<file path="config.mk">
export PLATFORM = sky130hd
export DESIGN_NAME = pvra_queue
export DESIGN_NICKNAME = d
export VERILOG_FILES = /design/src/pvra_pkg.sv /design/src/pvra_queue.sv
export SDC_FILE = /design/constraint.sdc
export NUM_CORES = 1
export LEC_CHECK = 0
export BUFFER_PORTS_ARGS = -buffer_cell sky130_fd_sc_hd__buf_2
export CAP_MARGIN = 15
export CORE_ASPECT_RATIO = 0.8
export CORE_MARGIN = 1
export CORE_UTILIZATION = 56
export DETAILED_ROUTE_END_ITERATION = 7
export PLACE_DENSITY = 0.84
export SYNTH_ARGS = -nofsm -noshare
export SYNTH_HDL_FRONTEND = slang
export SYNTH_SLANG_ARGS = --single-unit
</file>
<file path="constraint.sdc">
create_clock -name clk -period 9 [get_ports clk]
set_clock_uncertainty 0.05 [all_clocks]
set_input_delay 1.35 -clock clk [delete_from_list [all_inputs] [get_ports clk]]
set_output_delay 1.35 -clock clk [all_outputs]
set_load 0.005 [all_outputs]
</file>
<file path="src/pvra_pkg.sv">
package pvra_pkg;

  // Register map indexes
  localparam int REG_CENTER   = 0;
  localparam int REG_FRACTION = 1;
  localparam int REG_WIDTH    = 2;
  localparam int REG_AMP      = 3;
  localparam int REG_BG       = 4;
  localparam int REG_COUNT    = 5;

  localparam int ADDR_W = 5;

  localparam int DEFAULT_MAX_POINTS = 4096;
  localparam int QUEUE_DEPTH        = 2;

  localparam logic [16:0] MU_ONE     = 17'd65536;
  localparam logic [22:0] WIDTH_RST  = 23'd65536;
  localparam logic [16:0] MU_RST     = 17'd32768;
  localparam logic [62:0] SAT63      = {63{1'b1}};
  localparam logic [32:0] SQRT_SAT63 = 33'd3037000499;

  typedef struct packed {
    logic [31:0] radius;
    logic signed [31:0] measured;
    logic        last_sample;
  } in_t;

  typedef struct packed {
    logic [62:0] squared_error_sum;
    logic [62:0] model_sum;
    logic [12:0] sample_count;
  } out_t;

  typedef struct packed {
    logic [31:0] peak_center;
    logic [16:0] lorentz_fraction;
    logic [22:0] peak_width;
    logic [30:0] peak_amplitude;
    logic [30:0] background_level;
  } cfg_t;

  // Queue entry: distance from center, measured intensity, last mark
  typedef struct packed {
    logic [31:0] delta;
    logic signed [31:0] measured;
    logic        last;
  } work_t;

  typedef struct packed {
    logic full;
    logic empty;
  } q_stat_t;

endpackage

</file>
<file path="src/pvra_queue.sv">
module pvra_queue #(
  parameter int DEPTH = pvra_pkg::QUEUE_DEPTH
) (
  input  logic              clk,
  input  logic              rst,
  input  logic              push,
  input  pvra_pkg::work_t   wdata,
  input  logic              pop,
  output pvra_pkg::work_t   rdata,
  output pvra_pkg::q_stat_t stat
);

  localparam int PTR_W = (DEPTH > 1) ? $clog2(DEPTH) : 1;
  localparam int CNT_W = $clog2(DEPTH + 1);

  pvra_pkg::work_t mem [DEPTH];
  logic [PTR_W-1:0] wptr;
  logic [PTR_W-1:0] rptr;
  logic [CNT_W-1:0] count;

  assign stat.full  = (count == CNT_W'(DEPTH));
  assign stat.empty = (count == '0);
  assign rdata      = mem[rptr];

  // Store beats
  always_ff @(posedge clk) begin
    if (push) begin
      mem[wptr] <= wdata;
    end
  end

  // Advance pointers and fill count
  always_ff @(posedge clk) begin
    if (rst) begin
      wptr  <= '0;
      rptr  <= '0;
      count <= '0;
    end else begin
      if (push) begin
        wptr <= (wptr == PTR_W'(DEPTH - 1)) ? '0 : wptr + 1'b1;
      end
      if (pop) begin
        rptr <= (rptr == PTR_W'(DEPTH - 1)) ? '0 : rptr + 1'b1;
      end
      if (push && !pop) begin
        count <= count + 1'b1;
      end else if (pop && !push) begin
        count <= count - 1'b1;
      end
    end
  end

endmodule

</file>
Yosys cells after proc, flatten, opt, wreduce, memory -nomap -nowiden
Memories as Yosys holds them, arrays and structs flattened. A register that Yosys moved wholly into a read port is not among the register bits.
Cells that the tools add are included.
{ "op_classes": {"n_eq_ne": 1, "mux": 8, "n_addsub": 4, "n_reduce_logical": 6} }
{ "op_table": {"columns": ["operator", "count"], "rows": [
  ["$mux W1", 6],
  ["$mux W2", 2],
  ["$add A1 B1 Y1 const B", 2],
  ["$add A2 B1 Y2 const B", 1],
  ["$eq A2 B2 Y1 const B", 1],
  ["$logic_and A1 B1 Y1", 2],
  ["$logic_not A1 Y1", 2],
  ["$logic_not A2 Y1", 1],
  ["$reduce_bool A2 Y1", 1],
  ["$sub A2 B1 Y2 const B", 1]
]} }
{ "word_totals": {"elab_cells": 23, "reg_bits": 4, "out_inout_bits": 67, "mem_count": 1, "ramBits": 130, "in_bits": 69} }
{ "memory_table": {"columns": ["name", "words", "width", "read_ports", "rd_clocked_by_memory_dff", "write_ports", "line_no", "text"], "rows": [
  ["mem", 2, 65, 1, 1, 1, "pvra_queue.sv:16", "pvra_pkg::work_t mem [DEPTH];"]
]} }

Depth between registers and ports, before layout
{ "depth": {"ltp_word": 4, "ltp_mapped": 5} }

Worst setup path before layout
No wires, ideal clock.
{ "synth_timing": {"kind": "input -> register", "start": "input port push", "end": "memory mem[0][0] (netlist name) (enable)", "arrival_ns": 4.207, "stages": 1, "slack_ns": 4.247, "path_cell_list": "nor2b_1"} }
{ "synth_between": {"elab_chain_cells": 2} }
{ "synth_lines": {"columns": ["element", "line_no", "text"], "rows": [
  ["from (decl)", "pvra_queue.sv:6", "input logic push,"],
  ["$mux W1", "pvra_queue.sv:27", "if (push) begin"],
  ["$mux W1 (implied by the code)", "pvra_queue.sv:28", "mem[wptr] <= wdata;"],
  ["to (decl)", "pvra_queue.sv:16", null]
]} }
Every way passes these cells.

==> key figures <==
Timing
  – Final Cycle Share: 41.93%
  – Worst Slack Setup Final: 5.226 ns
  – Peak Freq: 265.0 MHz
  – Max-slew headroom at the worst pin: 39.28%
  – Final-report setup violation count: 0
  – Final TNS setup: 0 ns
  – Max-slew violation count: 0
  – Final Critical Period: 3.774 ns
  – Hold Vio Cnt, Final: 0
  – Transition time at the pin with the least slew margin: 0.9089 ns
  – Unrepaired setup endpoints after global routing: no

Critical path
  – Type of element capturing the critical path: primary output
  – Kind of start point of the critical path: register
  – Required time at the endpoint of the critical path: 7.60 ns
  – Standard cell with the maximum stage delay on the critical path: dfxtp_2
  – Worst Path Buf+Inv: 2
  – Family of cells with the greatest summed delay on the critical path: flip-flops
  – Critical path fanouts, max: 36
  – Crit-path cells: buf_4, mux2_2, buf_2
  – Max stage delay on crit path: 0.78 ns
  – Path type of the worst setup path: register to primary output
  – Reg2Reg Setup Slack: 6.94 ns
  – Arr. time, crit path: 2.37 ns

Detailed routing
  – 1st-iter DRT viols: 105
  – Residual antenna-violating net count after detailed routing: 0
  – Post-detailed-routing wire length: 8.254 mm
  – Via-per-instance ratio: 5.058
  – Average detailed-routed wire length per instance: 16.54 um
  – First-pass iteration count of the detailed router: 5
  – Via count: 2524
  – Number of DRC violations after detailed routing: 0

Finish
  – Highest-count cells in the layout ignoring fill and taps: 135 x buf_2, 130 x edfxtp_1, 65 x mux2_2, 16 x clkbuf_16, 5 x nor2_1
  – Antenna cell count: 0
  – Finished Cell Area: 6285 sq um
  – Layout overhead on the synthesized area: 27.94%
  – Fillers: 532
  – Proportion of layout cells with a drive suffix above 1: 61.50%
  – Footprint of the multi-input gates: 844.6 sq um
  – Final standard cell utilization of the core: 74.09%
  – Net count of the finished layout: 444
  – Sequential cell area: 4005 sq um
  – Most common cell after layout, fill and taps aside: buf_2

Clock tree
  – Sink count of the clock tree: 135
  – Buffer count from post-CTS setup fixing: 0
  – CTS tree: yes
  – Clock transition at the registers of the reported paths: 0.06 ns
  – Clock network latency to the later pin of the worst-skew pair: 0.50 ns
  – Number of clock buffers inserted by TritonCTS: 17
  – Hold buffers post-CTS: 0
  – Max Buffers Root-to-Sink: 2
  – Library cell used as clock root buffer: clkbuf_8
  – Level count of the clock H-tree: 4
  – Post-CTS resize count: 0

Die
  – Core Area: 8483 sq um
  – Width of the die: 106.7 um
  – Boundary Pins: 136
  – Row count: 30
  – Vertical die dimension: 85.77 um
  – Die outline area: 9153 sq um
  – Starting density of the core: 57.91%

Power and ir drop
  – Leakage power summed over all cells: 0.002392 uW
  – Worst supply voltage drop on vdd: 0.0001523 V
  – Power density over the cells: 246.7 nW/um^2

Placement
  – Area after DPL: 5692 sq um
  – HPWL after DPL: 5.372 mm
  – Routability Congestion: 0.7522
  – Number of buffer cells added on primary ports: 135
  – DP Worst Slack: 5.719 ns

GRT
  – Vias in the first global route: 2667
  – Overall global routing resource usage: 19.16%
  – Sum of overflow across all layers after global routing: 0
  – Largest net degree at the start of global routing: 37
  – Global-route wire length before repair: 12.53 mm
  – Number of antenna violations at the first check in global routing: 0

Logic synthesis
  – Share of synthesized area occupied by flip-flops and latches: 81.51%
  – Count of unique library cells instantiated by Yosys: 17
  – Cell area after synthesis: 4912 sq um
  – Flip-flop and latch count after synthesis: 135
  – Synth Area per Inst: 21.93 sq um
  – Mapped Nets: 294
  – Warnings, synthesis: 0
  – Synthesized instance count: 224

Run
  – Count of maximum capacitance violations: 0

Outcome
  – Run status: finished clean

Hold path
  – Worst min-delay path class: register to register
==> area by class of cell <==
class	count	share of cell area, %
clock buffer	17	6.590
clock inverter	15	2.847
inverter	1	0.05973
multi-input combinational	81	13.44
sequential	135	63.73
tap	112	2.230
timing repair buffer	138	11.11
==> layer usage <==
metal  track usage (%)  share of wire, %  vias up
li1                  -                 -     1183
met1             21.48                39     1208
met2             31.85                50      121
met3             8.815               9.8       12
met4             8.095               1.1        0
met5                 0                 0        -
==> metrics by stage <==
stage               std cells  power (uW)  hold slack, ns
CTS                       499        1568          0.4566
detailed placement        467       891.3          0.4635
floorplan                 224       831.0          0.4114
global placement          467       885.6          0.4290
global route              499        1603          0.4900
finish                    499        1550          0.4536
==> synth_stat cells <==
master      n  area, sq um
dfxtp_1     5        100.1
mux2_2     65        732.0
nor2_1      5        18.77
buf_4       1        7.510
edfxtp_1  130         3904
ha_1        1        12.51
or3_1       1        6.260
a21oi_1     1        5.000
inv_1       1        3.750
and2b_2     1        8.760
buf_6       5        56.30
xor2_1      2        17.52
nor2b_1     1        6.260
buf_2       1        5.000
xnor2_1     2        17.52
o21ai_0     1        5.000
and2_1      1        6.260
==> worst reg2reg max path: stages, from the launching register on <==
cell and delay (ns):
dfxtp_1 0.41, and2_2 0.69, buf_4 0.53
==> path summary, 6_finish.rpt <==
path	from	to	cells after the start
max	register	rdata[13]	3
min	count[1]	count[1]	2
max reg2reg	wptr	mem[1][52]	2
min reg2reg	count[1]	count[1]	2
==> report_power, final <==
group	switching [uW]	leakage (uW)	total, uW	internal (uW)
combinational	60.4	0.000848	129	68.8
clock	251	0.000282	673	423
sequential	14.5	0.00126	748	733
total	326	0.00239	1550	1220
==> sequential cells by signal (all words and copies together), names as in the netlist, named ones only <==
signal and cells:
rptr 1, count 2, mem 130, wptr 1
==> cell families after synthesis <==
logic type | share of synthesized area [%]
adder cells (fa/ha/maj) | 0.2547
buffers and inverters | 1.477
flip-flops | 81.51
multiplexers | 14.90
AND/OR/NAND/NOR | 0.9428
AO/OA/AOI/OAI | 0.2036
XOR/XNOR | 0.7133
No activity file was read; power rests on OpenSTA's default activity.
