$ cat src/pvra_pkg.sv
package pvra_pkg;

  // Register map indexes
  localparam int REG_CENTER   = 0;
  localparam int REG_FRACTION = 1;
  localparam int REG_WIDTH    = 2;
  localparam int REG_AMP      = 3;
  localparam int REG_BG       = 4;
  localparam int REG_COUNT    = 5;

  localparam int ADDR_W = 5;

  localparam int DEFAULT_MAX_POINTS = 4096;
  localparam int QUEUE_DEPTH        = 2;

  localparam logic [16:0] MU_ONE     = 17'd65536;
  localparam logic [22:0] WIDTH_RST  = 23'd65536;
  localparam logic [16:0] MU_RST     = 17'd32768;
  localparam logic [62:0] SAT63      = {63{1'b1}};
  localparam logic [32:0] SQRT_SAT63 = 33'd3037000499;

  typedef struct packed {
    logic [31:0] radius;
    logic signed [31:0] measured;
    logic        last_sample;
  } in_t;

  typedef struct packed {
    logic [62:0] squared_error_sum;
    logic [62:0] model_sum;
    logic [12:0] sample_count;
  } out_t;

  typedef struct packed {
    logic [31:0] peak_center;
    logic [16:0] lorentz_fraction;
    logic [22:0] peak_width;
    logic [30:0] peak_amplitude;
    logic [30:0] background_level;
  } cfg_t;

  // Queue entry: distance from center, measured intensity, last mark
  typedef struct packed {
    logic [31:0] delta;
    logic signed [31:0] measured;
    logic        last;
  } work_t;

  typedef struct packed {
    logic full;
    logic empty;
  } q_stat_t;

endpackage

$ cat src/pvra_front.sv
module pvra_front (
  input  logic             valid,
  input  pvra_pkg::in_t    data,
  input  pvra_pkg::cfg_t   cfg,
  input  pvra_pkg::q_stat_t qstat,
  output logic             stall,
  output logic             push,
  output pvra_pkg::work_t  entry
);

  // Accept a beat whenever the queue has room
  assign stall = qstat.full;
  assign push  = valid && !qstat.full;

  // Fold the radius into a distance from the peak center
  always_comb begin
    if (data.radius >= cfg.peak_center) begin
      entry.delta = data.radius - cfg.peak_center;
    end else begin
      entry.delta = cfg.peak_center - data.radius;
    end
    entry.measured = data.measured;
    entry.last     = data.last_sample;
  end

endmodule

$ cat config.mk
export PLATFORM = sky130hd
export DESIGN_NAME = pvra_front
export DESIGN_NICKNAME = d
export VERILOG_FILES = /design/src/pvra_pkg.sv /design/src/pvra_front.sv
export SDC_FILE = /design/constraint.sdc
export NUM_CORES = 1
export LEC_CHECK = 0
export BUFFER_PORTS_ARGS = -buffer_cell sky130_fd_sc_hd__buf_2
export CAP_MARGIN = 0
export CORE_AREA = 2 2 105 107
export DETAILED_ROUTE_END_ITERATION = 7
export DIE_AREA = 0 0 107 109
export GPL_TIMING_DRIVEN = 0
export PLACE_DENSITY = 0.81
export SLEW_MARGIN = 15
export SYNTH_ARGS = -nofsm -noshare
export SYNTH_HDL_FRONTEND = slang
export SYNTH_SLANG_ARGS = --single-unit
$ cat constraint.sdc
create_clock -name vclk -period 9.7
set_input_delay 0.97 -clock vclk [all_inputs]
set_output_delay 0.97 -clock vclk [all_outputs]
set_load 0.005 [all_outputs]
Word level (Yosys, flattened, before mapping):

Index checks and enable logic that the tools add are counted.

* magnitude comparators: 1
* multiplexer cells: 1
* add/subtract/negate cells: 2
* reduce and logical (&&, ||, !) cells: 2

Operators with widths (number)
* subtractor 32 bit: 2
* greater-or-equal comparator 32 bit: 1
* two-way mux 32 bit: 1
* logical AND 1 bit: 1
* zero test 1 bit: 1

* input port bits: 202
* output and inout port bits: 67
* register bits: 0

Logic depth before layout (Yosys ltp):

Gate-level depths: netlist of run 1.

* depth after elaboration: 2
* mapped depth: 12
* mapped depth without buffers: 11

Least setup slack after synthesis of run 1:

Ideal clock, no wire load.

* path type: input-to-output
* start point: input port data[35] (netlist name)
* end point: output port entry[51] (netlist name)
* data required time: 8730 ps
* arrival time: 3611 ps
* stages: 12
* slack: 5119 ps
* buffers on the path: 2
* cells stage by stage: inv_1 ha_1 buf_2 and4b_1 a2111oi_2 o21bai_1 a311o_1 a211o_1 buf_2 mux2_4 a2111o_1 nand3_1

RTL lines
* start, declared: RTL line pvra_front.sv:3 `input pvra_pkg::in_t data,`
* end, declared: RTL line pvra_front.sv:8 `output pvra_pkg::work_t entry`

==> results.txt, run 1 <==
status: finished, final reports clean
post-synthesis net count: 843
worst vdd ir: 0.0383 mV
CP startpoint kind: input port
NetSw: 184 uW
Setup violations, final: 0
Tot GR Track Use: 19.5%
clkbuf count: 0
Cell Area, Placed: 4660 sq um
CP max FO: 10
Power Density: 70.4 nW/um^2
Seq. cell area: 0 sq um
critical path's top delay family: compound AO/OA/AOI/OAI gates
diode count: 0
setup bufs post-CTS: 0
boundary pin count: 269
clock group share of total power: 0%
pin count of the biggest net entering global routing: 11
min Tclk post-route: 5310 ps
share of layout cells above drive strength 1: 26.5%
worst relative slew slack: 48.1%
chip width: 107 microns
mean number of vias per cell: 5.33
Internal Power: 144 uW
Detail Route Antenna Nets: 0
DRT Pass-1 Iters: 5
Post-Syn Area: 3820 sq um
Syn. warnings: 0
most frequent cells in the layout: buf_2, inv_1, a21oi_1
number of global-route vias before repair: 4153
CP endpoint kind: output pin
final WL: 11.8 mm
Seq pwr share: 0%
post-route cell area: 4660 sq um
port buffer count: 133
DRC viols: 0
sequential cells: 0
first-pass GRT wire length: 19.2 mm
worst hold path class: input port to output pin
setup TNS: 0 ps
area grow syn2layout: 22.0%
FP Rows: 38
CP max stage cell: o311ai_0
Critical Path Max Stage Delay: 510 ps
Final period util: 54.7%
Initial Util: 36.0%
Yosys cell types: 58
final hold vios: 0
Leakage: 2.60 nW
core box area: 10600 sq um
RSZ-0062 raised after global routing: false
initial antenna violation count: 0
post-detail-place hpwl: 10.0 mm
CP required: 8730 ps
worst setup path category: input port to output pin
Syn Inst Count: 576
register area share after synthesis: 0%
vias: 4527
GP Congestion: 0.907
syn_area_per_cell: 6.63 sq um
Worst Path Buf+Inv: 6
die area: 11700 sq um
fin. max-slew vios: 0
Post-CTS Resized: 0
Die Y: 109 microns
MaxCap Viol Count: 0
hold buffer count at cts: 0
DR WL/cell: 13.9 microns
combinational power share: 100.0%
f_max: 188 MHz
GRT overflow: 0
Final nets: 978
leading cell type in the layout, fill and taps excluded: buf_2
Crit path top cell by count: buf_2
crit path cell chain: buf_2, inv_1, ha_1, clkbuf_1, a211oi_1, o211ai_1, a21boi_0, o311ai_0, a211o_1, buf_2, buf_2, mux2i_1, xor2_1, buf_2
Sw Ratio: 56.0%
first-iteration detailed-routing DRC count: 228
Least-Margin Pin Slew: 771 ps
Crit path arrival time: 4340 ps
power by group through the flow:
stage	clock network, mW	registers [mW]	logic (mW)
after floorplan	0	0	0.212
final	0	0	0.328
after global placement	0	0	0.320
after CTS	0	0	0.325
after global routing	0	0	0.366
after detailed placement	0	0	0.323
layer usage:
layer | GRT usage, % | vias up | part of all wire (%)
met4 | 1.02 | 0 | 0.46
met2 | 32.3 | 276 | 43
met5 | 0 | - | 0
li1 | - | 2263 | -
met1 | 28.5 | 1980 | 45
met3 | 2.09 | 8 | 11
cells in the mapped netlist, types with 2 or more instances:
| cell type | count | area [sq um] |
|---|---|---|
| a211oi_1 | 8 | 60.1 |
| a21boi_0 | 2 | 15.0 |
| a21o_1 | 29 | 218 |
| a21oi_1 | 68 | 340 |
| a221oi_1 | 3 | 26.3 |
| a22oi_1 | 2 | 15.0 |
| a2bb2oi_1 | 2 | 17.5 |
| a311oi_1 | 2 | 17.5 |
| a31o_2 | 4 | 35.0 |
| a31oi_1 | 9 | 56.3 |
| and2_1 | 2 | 12.5 |
| and3_1 | 5 | 31.3 |
| buf_2 | 7 | 35.0 |
| buf_4 | 34 | 255 |
| clkbuf_1 | 22 | 82.6 |
| fa_1 | 2 | 40.0 |
| ha_1 | 63 | 788 |
| inv_1 | 80 | 300 |
| mux2_2 | 2 | 22.5 |
| mux2i_1 | 9 | 90.1 |
| nand2_1 | 41 | 154 |
| nand3_1 | 8 | 40.0 |
| nand3b_1 | 4 | 30.0 |
| nand4_1 | 10 | 62.6 |
| nor2_1 | 28 | 105 |
| nor2b_1 | 4 | 25.0 |
| nor3_1 | 6 | 30.0 |
| nor4_1 | 4 | 25.0 |
| o211ai_1 | 6 | 45.0 |
| o21a_1 | 4 | 30.0 |
| o21ai_0 | 28 | 140 |
| o21bai_1 | 13 | 97.6 |
| o311ai_0 | 4 | 35.0 |
| o31ai_1 | 6 | 45.0 |
| or2_2 | 3 | 18.8 |
| or3_1 | 2 | 12.5 |
| or4_1 | 2 | 15.0 |
| xnor2_1 | 20 | 175 |
| xor2_1 | 9 | 78.8 |
through the flow:
step / cells / total power [mW] / utilization [%] / setup slack [ps] / hold WS (ps)
6_report: 849 / 0.328 / 43.9 / 4390 / 2100
5_1_grt: 849 / 0.366 / 43.9 / 4030 / 2110
4_1_cts: 849 / 0.325 / 43.9 / 4370 / 2110
3_5_place_dp: 849 / 0.323 / 43.9 / 4390 / 2110
3_3_place_gp: 849 / 0.320 / 43.9 / 4370 / 2110
2_1_floorplan: 576 / 0.212 / - / 5120 / 1970
final cells by class:
class	instances	area, sq um
buffer	63	373
fill	1150	5950
inverter	80	300
multi-input combinational	433	3140
tap	140	175
timing repair buffer	133	666
path summary, 6_finish.rpt:
check	start	end	slack, ps	depth (start not counted)
worst min-delay path	data[13]	entry[13]	2100	2
worst max-delay path	data[50]	entry[39]	4390	14
cells by family (layout without fill, tap and decap cells):
group | after synthesis | in the layout | synth area share [%]
compound gates | 204 | 204 | 35.0
buf+inv | 143 | 276 | 17.6
simple gates | 122 | 122 | 15.4
fa+ha+maj | 65 | 65 | 21.7
xor+xnor | 29 | 29 | 6.66
mux | 13 | 13 | 3.64
No activity file was read; power rests on OpenSTA's default activity.
==> run 2, diff against run 1 <==
Settings changed: ABC_AREA set to 1, CORE_AREA 2 2 105 107 to not set, CORE_UTILIZATION set to 49, DIE_AREA 0 0 107 109 to not set, PLACE_DENSITY 0.81 to 0.93.
Clock period 9.7 ns to 4.9 ns, I/O delays scaled along.
==> run 2 against run 1 <==
Critical path depth up 3. Largest cell class unchanged. Hold slack lost 960 ps. First-iteration DRC count rose by 94%. Largest power group unchanged. Via count up 45%.
==> results.txt, run 2 <==
worst relative slew slack: 73.7%
met3 wire length: 1.50 mm
boundary pin count: 269
Crit path arrival time: 2800 ps
Final nets: 1487
clock group share of total power: 0%
Sw Ratio: 61.0%
core box area: 10900 sq um
CP endpoint kind: output pin
Placed Cells: 1358
DRT Pass-1 Iters: 5
setup TNS: 0 ps
Layout Cells excl Fill: 1358
Crit path top cell by count: nand2_1
die area: 11600 sq um
status: finished, final reports clean
min Tclk post-route: 3290 ps
Seq. cell area: 0 sq um
Initial Util: 50.5%
port buffer count: 133
worst setup path category: input port to output pin
CP startpoint kind: input port
commonest cells in the netlist: nand2_1, inv_1, nand3_1
clkbuf count: 0
pin count of the biggest net entering global routing: 11
leading cell type in the layout, fill and taps excluded: nand2_1
hold buffer count at cts: 0
register area share after synthesis: 0%
CP startpoint: data[33]
Yosys cell types: 35
fin. max-slew vios: 0
met1 WL: 7.30 mm
Tot GR Track Use: 26.9%
sequential cells: 0
most frequent cells in the layout: nand2_1, inv_1, buf_2
first-iteration detailed-routing DRC count: 442
f_max: 304 MHz
final WL: 15.7 mm
Power Density: 131 nW/um^2
Worst Path Buf+Inv: 5
critical path's top delay family: simple AND/OR/NAND/NOR gates
CP max FO: 10
Seq pwr share: 0%
GRT overflow: 0
NetSw: 505 uW
Post-CTS Resized: 0
top routing layer used: met5
number of global-route vias before repair: 5699
MaxCap Viol Count: 0
Die Y: 108 microns
post-synthesis net count: 1352
Detail Route Antenna Nets: 0
post-detail-place hpwl: 14.1 mm
Area contributors post-synth: nand2_1, inv_1, ha_1, nand3_1, buf_4
Final period util: 67.1%
Leakage: 4.35 nW
combinational power share: 100.0%
CP Depth: 17
RSZ-0062 raised after global routing: false
final hold vios: 0
Synth area leader: nand2_1
Syn. warnings: 0
area grow syn2layout: 15.3%
share of layout cells above drive strength 1: 19.9%
Post-Syn Area: 5500 sq um
diode count: 0
Least-Margin Pin Slew: 393 ps
mean number of vias per cell: 4.85
Internal Power: 323 uW
setup bufs post-CTS: 0
CP required: 4410 ps
worst hold path class: input port to output pin
count leader, synth: nand2_1
initial antenna violation count: 1
worst vdd ir: 0.0854 mV
top-area cell type share of the netlist area: 30.5%
Setup violations, final: 0
syn_area_per_cell: 5.07 sq um
routed wl met2: 6.61 mm
chip width: 108 microns
first-pass GRT wire length: 25.4 mm
vias: 6585
Syn Inst Count: 1085
DRC viols: 0
crit path cell chain: buf_2, inv_1, ha_1, fa_1, inv_1, nand3_1, nand2_1, nand2_1, nand2_2, nand2_1, nand3_2, nand2_2, nand2_8, buf_12, nand2_1, o21ai_1, buf_2
Critical Path Max Stage Delay: 420 ps
FP Rows: 38
capture point of the worst path: entry[47]
CP max stage cell: fa_1
GP Congestion: 0.951
DR WL/cell: 11.6 microns
[run 2: through the flow]
step	total power, mW	setup slack, ps	utilization [%]	instance area, sq um	hold slack, ps
after floorplan	0.564	2260	-	5500	1010
after global placement	0.802	1700	58.2	6340	1140
after detailed placement	0.816	1660	58.2	6340	1150
after CTS	0.819	1650	58.2	6340	1150
after global routing	0.922	1470	58.2	6340	1150
final	0.827	1610	58.2	6340	1140
[run 2: cell type report]
type | instances | area (sq um)
inverter | 268 | 1010
buffer | 54 | 412
multi-input combinational | 763 | 4080
tap | 140 | 175
fill | 1160 | 4550
timing repair buffer | 133 | 666
[run 2: how the worst min path moves through the flow]
stage / from / endpoint / cells past startpoint
after detailed placement: data[23] / entry[23] / 2
after floorplan: qstat[1] / push / 1
after CTS: data[30] / entry[30] / 2
after global placement: data[26] / entry[26] / 2
after global routing: data[1] / entry[1] / 2
final: data[27] / entry[27] / 2
[run 2: kinds of logic after synthesis]
| kind of cell | count (synthesis) | share of synthesized area (%) |
|---|---|---|
| simple gates | 606 | 47.3 |
| buf+inv | 322 | 25.8 |
| fa+ha+maj | 65 | 15.1 |
| compound gates | 62 | 7.01 |
| xor+xnor | 30 | 4.78 |
[run 2: power by group through the flow]
stage / sequential, mW / combinational (mW) / clock [mW]
finish: 0 / 0.827 / 0
global route: 0 / 0.922 / 0
CTS: 0 / 0.819 / 0
detailed placement: 0 / 0.816 / 0
global placement: 0 / 0.802 / 0
floorplan: 0 / 0.564 / 0
[run 2: layer usage]
metal	vias to the layer above	global-route usage [%]
li1	3428	-
met1	2828	38.3
met2	301	43.7
met3	26	1.94
met4	2	6.07
met5	-	0
==> run 3, diff against run 2 <==
Settings changed: ABC_AREA 1 to 0, CORE_AREA set to 2 2 105 107, CORE_UTILIZATION 49 to not set, DIE_AREA set to 0 0 107 109, PLACE_DENSITY 0.93 to 0.81.
Clock period 4.9 ns to 3.1 ns, I/O delays scaled along.
==> run 3 against run 2 <==
The flow now finishes with violations (setup timing). Sequential share of layout area stayed put. Combinational power grew 73%. Cell count down 35%. Worst setup slack worse by 2000 ps. Die area increased by 0.16%. Largest power group unchanged.
==> results.txt, run 3 (synthesis gave the netlist of run 1 again) <==
critical path's top delay family: compound AO/OA/AOI/OAI gates
Crit path arrival time: 3190 ps
final WL: 15.2 mm
clkbuf count: 0
first-pass GRT wire length: 21.6 mm
crit path cell chain: buf_2, ha_4, a21o_1, a2111oi_4, o21bai_2, a311o_1, a211o_1, buf_6, mux2_4, a2111o_1, nand3_2, buf_2
sequential cells: 0
number of global-route vias before repair: 4657
final hold vios: 0
Placed Cells: 849
initial antenna violation count: 0
Leakage: 2.97 nW
CP endpoint kind: output pin
pin count of the biggest net entering global routing: 11
DRC viols: 0
Worst Slack Setup Final: -396 ps
post-detail-place hpwl: 10.1 mm
failing checks: setup timing
worst hold path class: input port to output pin
most frequent cells in the layout: buf_2, inv_1, buf_4
Seq. cell area: 0 sq um
worst relative slew slack: 46.8%
chip width: 107 microns
CP required: 2790 ps
min Tclk post-route: 3500 ps
core box area: 10600 sq um
Setup violations, final: 31
fill count: 1011
fin. max-slew vios: 0
CP max stage cell: a2111oi_4
port buffer count: 133
Tot GR Track Use: 22.3%
GP Congestion: 0.925
Critical Path Max Stage Delay: 430 ps
worst vdd ir: 0.165 mV
RSZ-0062 raised after global routing: true
CP startpoint kind: input port
Worst Path Buf+Inv: 3
hold buffer count at cts: 0
Least-Margin Pin Slew: 788 ps
Layout Cells excl Fill: 882
die area: 11700 sq um
mean number of vias per cell: 5.71
f_max: 286 MHz
Crit path top cell by count: buf_2
Initial Util: 36.0%
Die Y: 109 microns
GRT overflow: 0
Final nets: 1011
worst setup path category: input port to output pin
area grow syn2layout: 51.8%
Final period util: 113%
boundary pin count: 269
tightest hold margin: 785 ps
status: finished with violations
share of layout cells above drive strength 1: 44.6%
DR WL/cell: 17.2 microns
first-iteration detailed-routing DRC count: 315
Detail Route Antenna Nets: 0
DRT Pass-1 Iters: 5
vias: 5036
diode count: 0
FP Rows: 38
MaxCap Viol Count: 0
leading cell type in the layout, fill and taps excluded: buf_2
Power Density: 246 nW/um^2
CP max FO: 7
==> run 3: cell count changes in the layout (fill, tap and decap cells not counted), sizes merged, moves of 19 or more <==
cell | before | now
buf | 180 | 221
nand3 | 80 | 8
nand2 | 461 | 41
a21o | 1 | 29
a21oi | 40 | 68
inv | 268 | 80
nor2 | 47 | 28
==> run 3: final timing paths <==
check  cells past startpoint      from         to
min                        2  data[21]  entry[21]
max                       12  cfg[105]  entry[51]
==> run 3: final cells by class <==
cell class | instances | area [sq um] | share of cell area [%]
Inverter | 80 | 303 | 5.23
Multi-Input combinational cell | 433 | 3780 | 65.3
Timing Repair Buffer | 181 | 1140 | 19.6
Tap cell | 140 | 175 | 3.02
Buffer | 48 | 397 | 6.85
==> run 3: repair_timing <==
item                                    4_1_cts  5_1_grt
setup buffers                                29       21
gates resized for setup                     114       82
pin swaps                                    33       35
cloned                                        3        0
endpoints found under the setup margin       31       31
==> run 3: routing by layer <==
layer / wire length (microns) / GRT usage, % / vias up
met1: 6170 / 29.6 / 2303
met3: 1520 / 3.41 / 57
met2: 6970 / 37.2 / 351
met5: 0 / 0 / -
li1: - / - / 2325
met4: 505 / 7.14 / 0
==> run 3: per-stage QoR <==
stage / setup WS, ps / setup TNS (ps) / instance area (sq um) / util, % / total power, mW
2_1_floorplan: 26.7 / 0 / 3830 / - / 0.665
5_1_grt: -432 / -8780 / 5790 / 54.6 / 1.53
6_report: -396 / -6840 / 5790 / 54.6 / 1.43
4_1_cts: -222 / -2700 / 5340 / 50.3 / 1.23
3_5_place_dp: -764 / -17500 / 4670 / 44.1 / 1.01
3_3_place_gp: -768 / -18370 / 4670 / 44.1 / 1.01
==> run 3: where the power goes <==
group          switching [mW]  internal [mW]
Clock                       0              0
Sequential                  0              0
Combinational           0.748          0.680
Total                   0.748          0.680
